<file path="src/packed_2bpp_row_blitter_assert.svh">
// assertion macros for the packed 2bpp row blitter
`ifndef PACKED_2BPP_ROW_BLITTER_ASSERT_SVH
`define PACKED_2BPP_ROW_BLITTER_ASSERT_SVH
`ifndef SYNTHESIS
// same-cycle implication
`define P2RB_ASSERT_IMPL(lbl, clk, rstn, a, b) \
    lbl: assert property (@(posedge clk) disable iff (!rstn) (a) |-> (b)) \
        else $error("assertion failed");
// next-cycle implication
`define P2RB_ASSERT_NEXT(lbl, clk, rstn, a, b) \
    lbl: assert property (@(posedge clk) disable iff (!rstn) (a) |=> (b)) \
        else $error("assertion failed");
`else
`define P2RB_ASSERT_IMPL(lbl, clk, rstn, a, b)
`define P2RB_ASSERT_NEXT(lbl, clk, rstn, a, b)
`endif
`endif

</file>
<file path="src/p2rb_pkg.sv">
// types, codes and pixel helpers shared by the row blitter modules
`timescale 1ns / 1ps
`default_nettype none
package p2rb_pkg;

    typedef enum logic [2:0] {
        CMD_SET     = 3'd0,
        CMD_GET     = 3'd1,
        CMD_FILL    = 3'd2,
        CMD_INVERT  = 3'd3,
        CMD_COPY    = 3'd4,
        CMD_SWAP    = 3'd5,
        CMD_HSCROLL = 3'd6,
        CMD_NONE    = 3'd7
    } cmd_t;

    typedef enum logic [3:0] {
        ST_IDLE,
        ST_SETUP1,
        ST_SETUP2,
        ST_START,
        ST_RD_SRC,
        ST_CAP_A,
        ST_RD_B,
        ST_CAP_B,
        ST_RD_DST,
        ST_WR_DST,
        ST_RD_DST2,
        ST_WR_DST2,
        ST_ADV,
        ST_DONE
    } state_t;

    // controller to datapath
    typedef struct packed {
        logic load;
        logic setup1;
        logic setup2;
        logic start_fill;
        logic rd_src;
        logic cap_a;
        logic rd_b;
        logic cap_b;
        logic rd_dst;
        logic wr_dst;
        logic rd_dst2;
        logic wr_dst2;
        logic adv;
        logic out_load;
    } ctrl_cmd_t;

    // datapath to controller
    typedef struct packed {
        logic act;
        logic is_get;
        logic use_src;
        logic is_swap;
        logic move_zero;
        logic fill_zero;
        logic last;
        logic fill_phase;
        logic out_free;
    } ctrl_stat_t;

    // pixel of a byte, leftmost in bits 7:6
    function automatic logic [1:0] get_px(input logic [7:0] b, input logic [1:0] lane);
        logic [1:0] r;
        case (lane)
            2'd0:    r = b[7:6];
            2'd1:    r = b[5:4];
            2'd2:    r = b[3:2];
            default: r = b[1:0];
        endcase
        return r;
    endfunction

    function automatic logic [7:0] put_px(input logic [7:0] b, input logic [1:0] lane,
                                          input logic [1:0] v);
        logic [7:0] r;
        r = b;
        case (lane)
            2'd0:    r[7:6] = v;
            2'd1:    r[5:4] = v;
            2'd2:    r[3:2] = v;
            default: r[1:0] = v;
        endcase
        return r;
    endfunction

endpackage
`default_nettype wire

</file>
<file path="src/p2rb_ctrl.sv">
// sequencer for the row blitter: steps each pixel through read, modify and write
`timescale 1ns / 1ps
`default_nettype none
module p2rb_ctrl
    import p2rb_pkg::*;
(
    input  wire logic       aclk,
    input  wire logic       aresetn,
    input  wire logic       s_valid,
    output logic            s_ready,
    input  wire ctrl_stat_t stat,
    output ctrl_cmd_t       cmd
);

    state_t state_reg, state_next;

    // state register
    always_ff @(posedge aclk) begin
        if (!aresetn) begin
            state_reg <= ST_IDLE;
        end else begin
            state_reg <= state_next;
        end
    end

    // next state and commands
    always_comb begin
        state_next = state_reg;
        cmd        = '0;
        s_ready    = 1'b0;
        case (state_reg)
            ST_IDLE: begin
                s_ready = 1'b1;
                if (s_valid) begin
                    cmd.load   = 1'b1;
                    state_next = ST_SETUP1;
                end
            end
            ST_SETUP1: begin
                cmd.setup1 = 1'b1;
                state_next = ST_SETUP2;
            end
            ST_SETUP2: begin
                cmd.setup2 = 1'b1;
                state_next = ST_START;
            end
            ST_START: begin
                if (!stat.act) begin
                    state_next = ST_DONE;
                end else if (stat.is_get) begin
                    state_next = ST_RD_SRC;
                end else if (!stat.move_zero) begin
                    state_next = stat.use_src ? ST_RD_SRC : ST_RD_DST;
                end else if (!stat.fill_zero) begin
                    cmd.start_fill = 1'b1;
                    state_next     = ST_RD_DST;
                end else begin
                    state_next = ST_DONE;
                end
            end
            ST_RD_SRC: begin
                cmd.rd_src = 1'b1;
                state_next = ST_CAP_A;
            end
            ST_CAP_A: begin
                cmd.cap_a = 1'b1;
                if (stat.is_get) begin
                    state_next = ST_DONE;
                end else if (stat.is_swap) begin
                    state_next = ST_RD_B;
                end else begin
                    state_next = ST_RD_DST;
                end
            end
            ST_RD_B: begin
                cmd.rd_b   = 1'b1;
                state_next = ST_CAP_B;
            end
            ST_CAP_B: begin
                cmd.cap_b  = 1'b1;
                state_next = ST_RD_DST;
            end
            ST_RD_DST: begin
                cmd.rd_dst = 1'b1;
                state_next = ST_WR_DST;
            end
            ST_WR_DST: begin
                cmd.wr_dst = 1'b1;
                state_next = (stat.is_swap && !stat.fill_phase) ? ST_RD_DST2 : ST_ADV;
            end
            ST_RD_DST2: begin
                cmd.rd_dst2 = 1'b1;
                state_next  = ST_WR_DST2;
            end
            ST_WR_DST2: begin
                cmd.wr_dst2 = 1'b1;
                state_next  = ST_ADV;
            end
            ST_ADV: begin
                if (stat.last) begin
                    if (!stat.fill_phase && !stat.fill_zero) begin
                        cmd.start_fill = 1'b1;
                        state_next     = ST_RD_DST;
                    end else begin
                        state_next = ST_DONE;
                    end
                end else begin
                    cmd.adv    = 1'b1;
                    state_next = stat.use_src ? ST_RD_SRC : ST_RD_DST;
                end
            end
            ST_DONE: begin
                if (stat.out_free) begin
                    cmd.out_load = 1'b1;
                    state_next   = ST_IDLE;
                end
            end
            default: begin
                state_next = ST_IDLE;
            end
        endcase
    end

endmodule
`default_nettype wire

</file>
<file path="config.mk">
export PLATFORM = sky130hd
export DESIGN_NAME = p2rb_ctrl
export DESIGN_NICKNAME = d
export VERILOG_FILES = /design/src/packed_2bpp_row_blitter_assert.svh /design/src/p2rb_pkg.sv /design/src/p2rb_ctrl.sv
export SDC_FILE = /design/constraint.sdc
export NUM_CORES = 1
export LEC_CHECK = 0
export ABC_AREA = 0
export BUFFER_PORTS_ARGS = -buffer_cell sky130_fd_sc_hd__buf_2
export CAP_MARGIN = 15
export CORE_AREA = 3 3 40 42
export DETAILED_ROUTE_END_ITERATION = 7
export DIE_AREA = 0 0 43 45
export GPL_ROUTABILITY_DRIVEN = 0
export HOLD_SLACK_MARGIN = 0.12
export PLACE_DENSITY = 0.79
export SYNTH_ARGS = -nofsm -noshare
export SYNTH_HDL_FRONTEND = slang
export SYNTH_SLANG_ARGS = --single-unit
</file>
<file path="constraint.sdc">
create_clock -name aclk -period 1.4 [get_ports aclk]
set_input_delay 0 -clock aclk [delete_from_list [all_inputs] [get_ports aclk]]
set_output_delay 0 -clock aclk [all_outputs]
set_load 0.02 [all_outputs]
</file>
* After elaboration in Yosys (flattened, before gate mapping)
Index checks and enable logic that the tools add are counted.
** Storage, ports and cells
- Bits in registers :: 4
- Input bits :: 12
- Logic and storage cells :: 59
** Operators by class
- Eq/ne operators :: 15
- Mux-type cells :: 37
- Reductions and logical operators :: 6
** Operator list (number)
- $pmux 4 s14 :: 1
- $mux 4 :: 9
- $eq 4x4->1 const B :: 6
- $mux 1 :: 23
- $eq 4x3->1 const B :: 4
- $mux 3 :: 3
- $eq 4x2->1 const B :: 2
- $eq 4x1->1 const B :: 1
- $logic_not 4->1 :: 1
- $ne 2x2->1 const B :: 2
- $logic_and 1x1->1 :: 2
- $logic_not 1->1 :: 2
- $pmux 1 s2 :: 1
- $reduce_and 2->1 :: 1

* Logic depth before layout (Yosys ltp)
Gate-level depths: netlist of run 1.
- Word-level depth :: 5
- Depth in mapped cells :: 5
- Depth with buffers taken out :: 4

* Worst setup path before layout of run 1
Ideal clock, no wire load.
- Path type :: register -> register
- Start :: register state_reg[0]
- End :: register state_reg[0]
- Arrival :: 1.445 ns
- Data required time :: 1.277 ns
- Path slack :: -0.169 ns
- Cell stages (with the launch flop) :: 4
- Period minus slack after synthesis :: 1.569 ns
- Path through :: dfxtp_1 -> nor4_1 -> a211o_1 -> a31oi_1
** Between the ends
- Longest elaborated chain between the ends :: 3
** RTL lines
- start: declaration :: RTL line p2rb_ctrl.sv:15 : state_t state_reg, state_next;
- start signal: assignment :: RTL line p2rb_ctrl.sv:22 : state_reg <= state_next;
- $eq 4x4->1 or $logic_not 4->1 (tied branches) :: RTL line p2rb_ctrl.sv:31 : case (state_reg)
- $ne 2x2->1 (no source line)
- $reduce_and 2->1 (no source line)
Several ways; a longest one is shown, not always the timed one.
A chain may end at the register's enable or synchronous reset.

==> results of run 1 <==
[final cells by class]
cell class	count	area (um2)	share of cell area (%)
Timing Repair Buffer	33	203	26.5
Tap cell	15	18.8	2.45
Sequential cell	4	90.1	11.8
Clock buffer	3	22.5	2.95
Inverter	2	7.51	0.982
Multi-Input combinational cell	66	423	55.3
[Yosys cell counts, drive strengths merged]
| cell type | number |
|---|---|
| nor2 | 12 |
| nor3 | 9 |
| nand2b | 7 |
| nand2 | 6 |
| a21oi | 4 |
| buf | 4 |
| dfxtp | 4 |
| o21ai | 4 |
| a31oi | 2 |
| inv | 2 |
| nand3 | 2 |
| nor2b | 2 |
| nor3b | 2 |
| a211o | 1 |
| a21bo | 1 |
| a221oi | 1 |
| a22oi | 1 |
| a32o | 1 |
| and2 | 1 |
| and2b | 1 |
| mux2i | 1 |
| nand3b | 1 |
| nand4bb | 1 |
| nor4 | 1 |
| nor4bb | 1 |
| o21bai | 1 |
| o22ai | 1 |
| o2bb2ai | 1 |
| o31a | 1 |
[placed cells by master (no fill, tap or decap), types with 2 or more instances in the layout]
master and count:
sky130_fd_sc_hd__nor3_1 8, sky130_fd_sc_hd__dlygate4sd3_1 2, sky130_fd_sc_hd__a31oi_1 2, sky130_fd_sc_hd__dfxtp_4 2, sky130_fd_sc_hd__clkbuf_4 3, sky130_fd_sc_hd__buf_4 5
sky130_fd_sc_hd__nand3_1 2, sky130_fd_sc_hd__inv_1 2, sky130_fd_sc_hd__o21ai_0 4, sky130_fd_sc_hd__nand2_1 6, sky130_fd_sc_hd__dfxtp_2 2, sky130_fd_sc_hd__nor2_1 11
sky130_fd_sc_hd__a21oi_1 3, sky130_fd_sc_hd__nand2b_1 6, sky130_fd_sc_hd__buf_2 25, sky130_fd_sc_hd__nor2b_1 2
[worst max path at each step]
stage                       startpoint           end  slack [ns]  depth (start not counted)
after floorplan           state_reg[0]  state_reg[0]        0.11                          3
after global routing      state_reg[2]        cmd[0]       -0.02                          5
final                     state_reg[2]       cmd[10]        0.05                          5
after global placement    state_reg[0]       cmd[10]        0.09                          4
after detailed placement  state_reg[0]       cmd[10]        0.09                          4
after CTS                 state_reg[3]       cmd[13]       -0.04                          4
[tightest hold or removal path, stage by stage]
cell and delay [ns]:
sky130_fd_sc_hd__buf_2 0.10, sky130_fd_sc_hd__o2bb2ai_1 0.06, sky130_fd_sc_hd__o21bai_1 0.11, sky130_fd_sc_hd__a31oi_1 0.07
[report_power, final]
| part | switching (mW) | internal (mW) |
|---|---|---|
| clock | 0.0602 | 0.0967 |
| combinational | 0.173 | 0.157 |
| sequential | 0.0531 | 0.136 |
[metrics by stage]
| step | setup WS [ns] | total power [mW] |
|---|---|---|
| finish | 0.0501 | 0.676 |
| global route | -0.0231 | 0.720 |
| CTS | -0.0421 | 0.652 |
| detailed placement | 0.0884 | 0.484 |
| global placement | 0.0883 | 0.478 |
| floorplan | 0.106 | 0.386 |
[per-layer routing]
| metal | vias to the layer above | wire length (um) |
|---|---|---|
| li1 | 346 | - |
| met1 | 299 | 712 |
| met2 | 39 | 704 |
| met3 | 9 | 137 |
| met4 | 0 | 80 |
| met5 | - | 0 |
[what timing repair did]
| item | 4_1_cts | 5_1_grt |
|---|---|---|
| setup endpoints to repair | 8 | 5 |
| pin swaps | 0 | 1 |
| hold endpoints to repair | 4 | 0 |
| hold buffers | 2 | 0 |
| resized for setup | 4 | 6 |
[cell families after synthesis]
kind of cell | count (synthesis) | synth area share, %
buffers and inverters | 6 | 7.41
AND/OR/NAND/NOR | 46 | 48.8
multiplexers | 1 | 1.91
flip-flops | 4 | 15.3
AO/OA/AOI/OAI | 19 | 26.6
==> run summary, run 1 <==
The run finished with clean final reports. The number of setup buffers added after CTS is 0. In this design, the stage delay of the slowest critical-path cell is 0.35 ns. The row count is 13, and the worst hold slack after final layout is 0.139 ns.

The portion of synthesized cell area occupied by the leading cell type is 15.3%, and the largest voltage drop on the vdd net is 0.646 mV. In this run the standard cell core region covers 0.00128 mm2. The static leakage is 0.336 nW, and the count of endpoints failing setup in the final report is 0. For the netlist area before placement, the log shows 523 um2. The endpoint of the worst-slack reg-to-reg timing path was state_reg[0].

The via density per instance came out at 5.63. The logs give 0 for the max-slew violation count and 0 for the antenna diode instance count. The effective utilization at floorplan was 40.7%; the clock latency on the worst-skew pair was 0.25 ns. Global routing used 18.4% of the available tracks.

The height of the die is 45 um. The number of maximum-capacitance constraint violations was 0; the critical-path maximum fanout was 7. Final cell utilization of the core: 59.5%. For the pin with the worst max-slew slack, the measured transition is 0.230 ns. After routing, the total negative slack on setup checks comes to 0 ns. Walking the worst path, the cells encountered are buf_4 > nand2b_1 > nor2_1 > a32o_1 > buf_2. The die is 43 um wide. Setup repair after global routing could not meet its margin everywhere. In this run the most critical hold path is launched from stat[8]. The count of antenna-violating nets left after detailed routing was 0. The total of fill cells in the finished design was 111. The clock period could shrink to 1.35 ns.

The worst hold-check path type is input port to register. Counting both buffers and inverters, the worst setup path holds a total of 2. Number of global-route vias before repair: 577. Number of cells on the worst reg-to-reg path: 5. The top-level port count is 27. Summed over all layers, the routed wires come to 1.64 mm. For this run, the number of standard cells in the final layout without fillers is 123.

STA puts the critical path data arrival time at 1.35 ns. The logs give 693 for the overall via count from detail_route and 741 MHz for the highest attainable clock frequency. The post-place instance area is 697 um2. For this run, global-route usage on met2 was measured as 26.3%. The area growth from synthesis to layout is 46.2%. The cell count after synthesis is 76, and the clock buffer count from CTS is 3. The first global-routing pass estimated 2.57 mm of wire.

The first detailed-routing pass ran for 4 iterations. For the post-synth net total, the log shows 88. In this run the power density over the cells is 885 mW/mm2. After the first detailed-routing iteration, the DRC count stood at 22. The register with the most flip-flops in the layout has 4 of them. The final period utilization came out at 96.4%. The depth of the worst hold-timing path is 4. The kind of critical path is register to output port. STA classifies the critical path startpoint as a register.

The logs give 0 for the number of hold-slack violations in the final timing report and 122 for the final net count. After legalization and detailed placement, the total HPWL measured 1.19 mm. In this run the most used layer during global routing was met2. The cell type of the slowest stage on the worst timing path is sky130_fd_sc_hd__dfxtp_2. For the final database, setup skew stands at 0.00224 ns. In this run the tool buffered the top-level ports with 26 buffer cells.

Summed over all layers, the global routing overflow is 0. The number of antenna violations at the first check in global routing is 0. The clock sink total was 4. TritonCTS built the clock tree.

Cell taking the most area after synthesis: sky130_fd_sc_hd__dfxtp_1. The count of synthesis-stage warnings from yosys is 0. Synthesis inferred 4 register bits. Entering global routing, the biggest net connects 16 pins.

The tools report the worst slew margin relative to its limit as 84.4%. The mean instance size in the synthesized netlist was 6.88 um2; the global routing met3 resource utilization was 3.98%. After detailed placement, the design holds a cell count of 118. CTS root buffer: sky130_fd_sc_hd__clkbuf_4. The data required time at the worst endpoint came out at 1.40 ns. After synthesis, the netlist uses 35 different library cells. Sequential elements use 15.3% of the synthesized area.

The setup check on the worst reg-to-reg path leaves a slack of 0.21 ns. The launch instance of the worst register-to-register path was state_reg[2]. Ranked by total cell area, the synthesized netlist is headed by sky130_fd_sc_hd__dfxtp_1 15%, sky130_fd_sc_hd__nand2b_1 8.4%, sky130_fd_sc_hd__nor2_1 7.9%. Largest buffer count on any clock path: 2. After routing the design area is 764 um2. The worst hold path terminates at state_reg[0]. The top cell family by delay on the critical path was flip-flops. The number of levels in the clock H-tree is 1, and the global routing met1 resource utilization is 22.6%.

In the routed design, unresolved DRC markers number 0. After detailed routing, the average wire length per cell comes to 13.3 um. In the final layout, the share of cells above drive strength 1 is 42.6%. The run gives 0.00194 mm2 as the die area.

The worst setup path is captured at an output port. The clock-pin slew of the registers on the worst-case setup and hold paths is 0.04 ns.
Power figures use the tool's default switching activity.
==> run 2: changes to the inputs <==
Settings changed: CELL_PAD_IN_SITES_DETAIL_PLACEMENT set to 0, CELL_PAD_IN_SITES_GLOBAL_PLACEMENT set to 1, CORE_AREA 3 3 40 42 to unset, CORE_MARGIN set to 3, CORE_UTILIZATION set to 29, DIE_AREA 0 0 43 45 to unset, PLACE_DENSITY 0.79 to 0.85.
==> run summary, run 2 (same netlist as run 1, synthesis figures left out) <==
The run finished with clean final reports. The tools report the placeable core region as 0.00159 mm2 (+24%). The tools report the worst hold path startpoint as stat[8].

The run gives 48.9% (-11 points) as the final cell utilization of the core. The largest buffer count on any clock path is 2 (unchanged), and the number of antenna violations at the first check in global routing is 0 (unchanged). The number of standard cells in the final layout excluding fillers was 135 (+9.8%); the final setup skew was 0.000665 ns (-0.00158 ns). The power density of the placed cells was 846 mW/mm2 (-4.3%).

The clock latency on the worst-skew pair came out at 0.23 ns (-0.02 ns). The startpoint of the worst setup timing path is state_reg[3]. The run gives 4 (unchanged) as the clock sink total.

The worst hold path belongs to the class input port to register. The tools report the share of power burned in registers as 28.2% (+0.2 points). The run gives 50.2% (+1.4 points) as the power share of the combinational group. In the layout the commonest cells are 26 x sky130_fd_sc_hd__buf_2, 11 x sky130_fd_sc_hd__nor2_1, 8 x sky130_fd_sc_hd__nor3_1, 8 x sky130_fd_sc_hd__buf_4, 7 x sky130_fd_sc_hd__nand2b_1. The height of the die was 48.5 um (+7.7%). The run gives 0.387 mW (-0.71%) as the cell-internal power.

The area added between synthesis and finish came out at 49.0%. The clock buffer count from CTS came out at 3 (unchanged). The final period utilization works out to 95.5% (-0.89 points). For the static leakage, the log shows 0.346 nW (+3.0%).

The tools report the global-route wire length before repair as 2.70 mm (+5.1%). Launch instance of the worst register-to-register path: state_reg[3]. Final net count: 125 (+2.5%). The kind of critical path was register to output port.

The total of fill cells in the finished design is 159 (+43%), and the number of cells on the worst reg-to-reg path is 4 (-1). The pin count of the biggest net entering global routing is 12 (-4), and the number of maximum-capacitance constraint violations is 0 (unchanged). The post-route cell area came out at 779 um2 (+2.0%). The count of antenna-violating nets left after detailed routing came out at 0 (unchanged). For the number of levels in the clock H-tree, the log shows 1 (unchanged). The share of total power consumed by net switching was 41.3% (-1.0 points); the clock network power share was 21.6% (-1.6 points). The tools report the remaining global-route overflow as 0 (unchanged). The run gives 0.273 mW (-4.8%) as the switching power.

The top-level port count is 27 (unchanged). The number of violations reported at the end of detailed-routing iteration 0 was 22 (unchanged); the overall via count from detail_route was 694 (+0.14%). The largest voltage drop on the vdd net is 0.310 mV (-52%), and the data required time at the worst endpoint is 1.40 ns (about the same).

For the max-slew violation count, the log shows 0 (unchanged). The wire length per cell after detailed routing came out at 12.1 um (-8.8%). The die area was 0.00235 mm2 (+21%); the number of buffers added for setup after CTS was 0 (unchanged). For the footprint of the multi-input gates, the log shows 419 um2 (-0.89%). The global-route usage over all layers was 13.7% (-4.6 points). The first-pass iteration count of the detailed router was 4 (unchanged). TritonCTS built the clock tree. The tools report the row count as 14 (+1). The number of buffers inserted by port buffering works out to 26 (unchanged). The tools report the category of the worst setup path capture point as an output port. CTS placed an instance of sky130_fd_sc_hd__clkbuf_4 at the clock tree root. Number of cells in the design after placement: 130 (+10%). The worst slew margin relative to its limit is 83.6% (-0.87 points).

The antenna diode instance count is 0 (unchanged), and the total routed wirelength is 1.64 mm (+0.12%). The run gives 718 um2 (+3.1%) as the post-place instance area. The depth of the worst hold-timing path works out to 4 (unchanged). The effective utilization at floorplan is 32.8% (-7.9 points). Data arrival time of the worst path: 1.34 ns (about the same).

The die width is 48.5 um (+13%). The time the final worst path needs with I/O delays and setup was 1.34 ns (-0.0124 ns). The clock-pin slew of the registers on the worst-case setup and hold paths is 0.04 ns (about the same), and the critical-path maximum fanout is 7 (unchanged). The tools report the number of design rule violations left after detail routing as 0 (unchanged). STA classifies the critical path startpoint as a register.

The placed wire-length estimate after detailed placement is 1.30 mm (+9.3%), and the number of flip-flops in the largest register is 4 (unchanged). The logs give 748 MHz (+0.93%) for the highest attainable clock frequency and 0 (unchanged) for the number of hold-slack violations in the final timing report. Setup repair after global routing could not meet its margin everywhere. The area used by sequential logic in the layout was 90.1 um2 (unchanged). Most common cell after layout, fill and taps aside: sky130_fd_sc_hd__buf_2. The via density per instance is 5.14 (-8.8%), and the number of global-route vias before repair is 644 (+12%). The ratio of cells with drive above 1 in the final layout was 42.3% (-0.25 points); the count of endpoints failing setup in the final report was 0 (unchanged). Slew of the pin with the lowest slew margin: 0.243 ns (+0.0128 ns).
-- run 2: changes by cell type in the layout (fill, tap and decap cells not counted), sizes merged --
| cell | change |
|---|---|
| buf | +3 |
-- run 2: power groups by stage --
| stage | clock network, mW | logic [mW] | registers [mW] |
|---|---|---|---|
| after floorplan | 0 | 0.235 | 0.151 |
| after global placement | 0 | 0.315 | 0.173 |
| after detailed placement | 0 | 0.317 | 0.177 |
| after CTS | 0.145 | 0.331 | 0.181 |
| after global routing | 0.152 | 0.360 | 0.189 |
| final | 0.142 | 0.331 | 0.186 |
-- run 2: final timing paths --
path / slack, ns / end
hold reg to reg: 0.58 / state_reg[1]
setup / recovery: 0.06 / cmd[13]
hold / removal: 0.17 / state_reg[0]
setup reg to reg: 0.18 / state_reg[2]
-- run 2: through the flow --
stage	power, mW	hold slack, ns	setup WS, ns	TNS [ns]
2_1_floorplan	0.386	0.0887	0.106	0
3_3_place_gp	0.488	0.289	0.142	0
3_5_place_dp	0.494	0.293	0.0743	0
4_1_cts	0.658	0.162	0.00187	0
5_1_grt	0.702	0.192	-0.0344	-0.0344
6_report	0.660	0.170	0.0625	0
-- run 2: critical path, cell delays in order, from the launching register on --
cell and delay [ns]:
sky130_fd_sc_hd__dfxtp_2 0.35, sky130_fd_sc_hd__buf_4 0.17, sky130_fd_sc_hd__nor4_4 0.28, sky130_fd_sc_hd__and2_1 0.16, sky130_fd_sc_hd__buf_2 0.15
-- run 2: final cells by class --
cell class | count | share of cell area (%)
clock buffers | 3 | 2.89
inverters | 2 | 0.963
multi-input cells | 66 | 53.8
flip-flops and latches | 4 | 11.6
well taps | 24 | 3.85
repair buffers | 36 | 27.0
-- run 2: layer usage --
layer / track usage, % / vias up / share of wire [%]
li1: - / 350 / -
met1: 17.2 / 315 / 45
met2: 22.9 / 25 / 48
met3: 2.15 / 4 / 5.0
met4: 6.64 / 0 / 2.2
met5: 0 / - / 0
-- run 2: what timing repair did --
item / 4_1_cts / 5_1_grt
resized for setup: 3 / 4
setup endpoints to repair: 7 / 6
endpoints found under the hold margin: 4 / 0
hold buffers: 2 / 0
pin swaps: 0 / 0
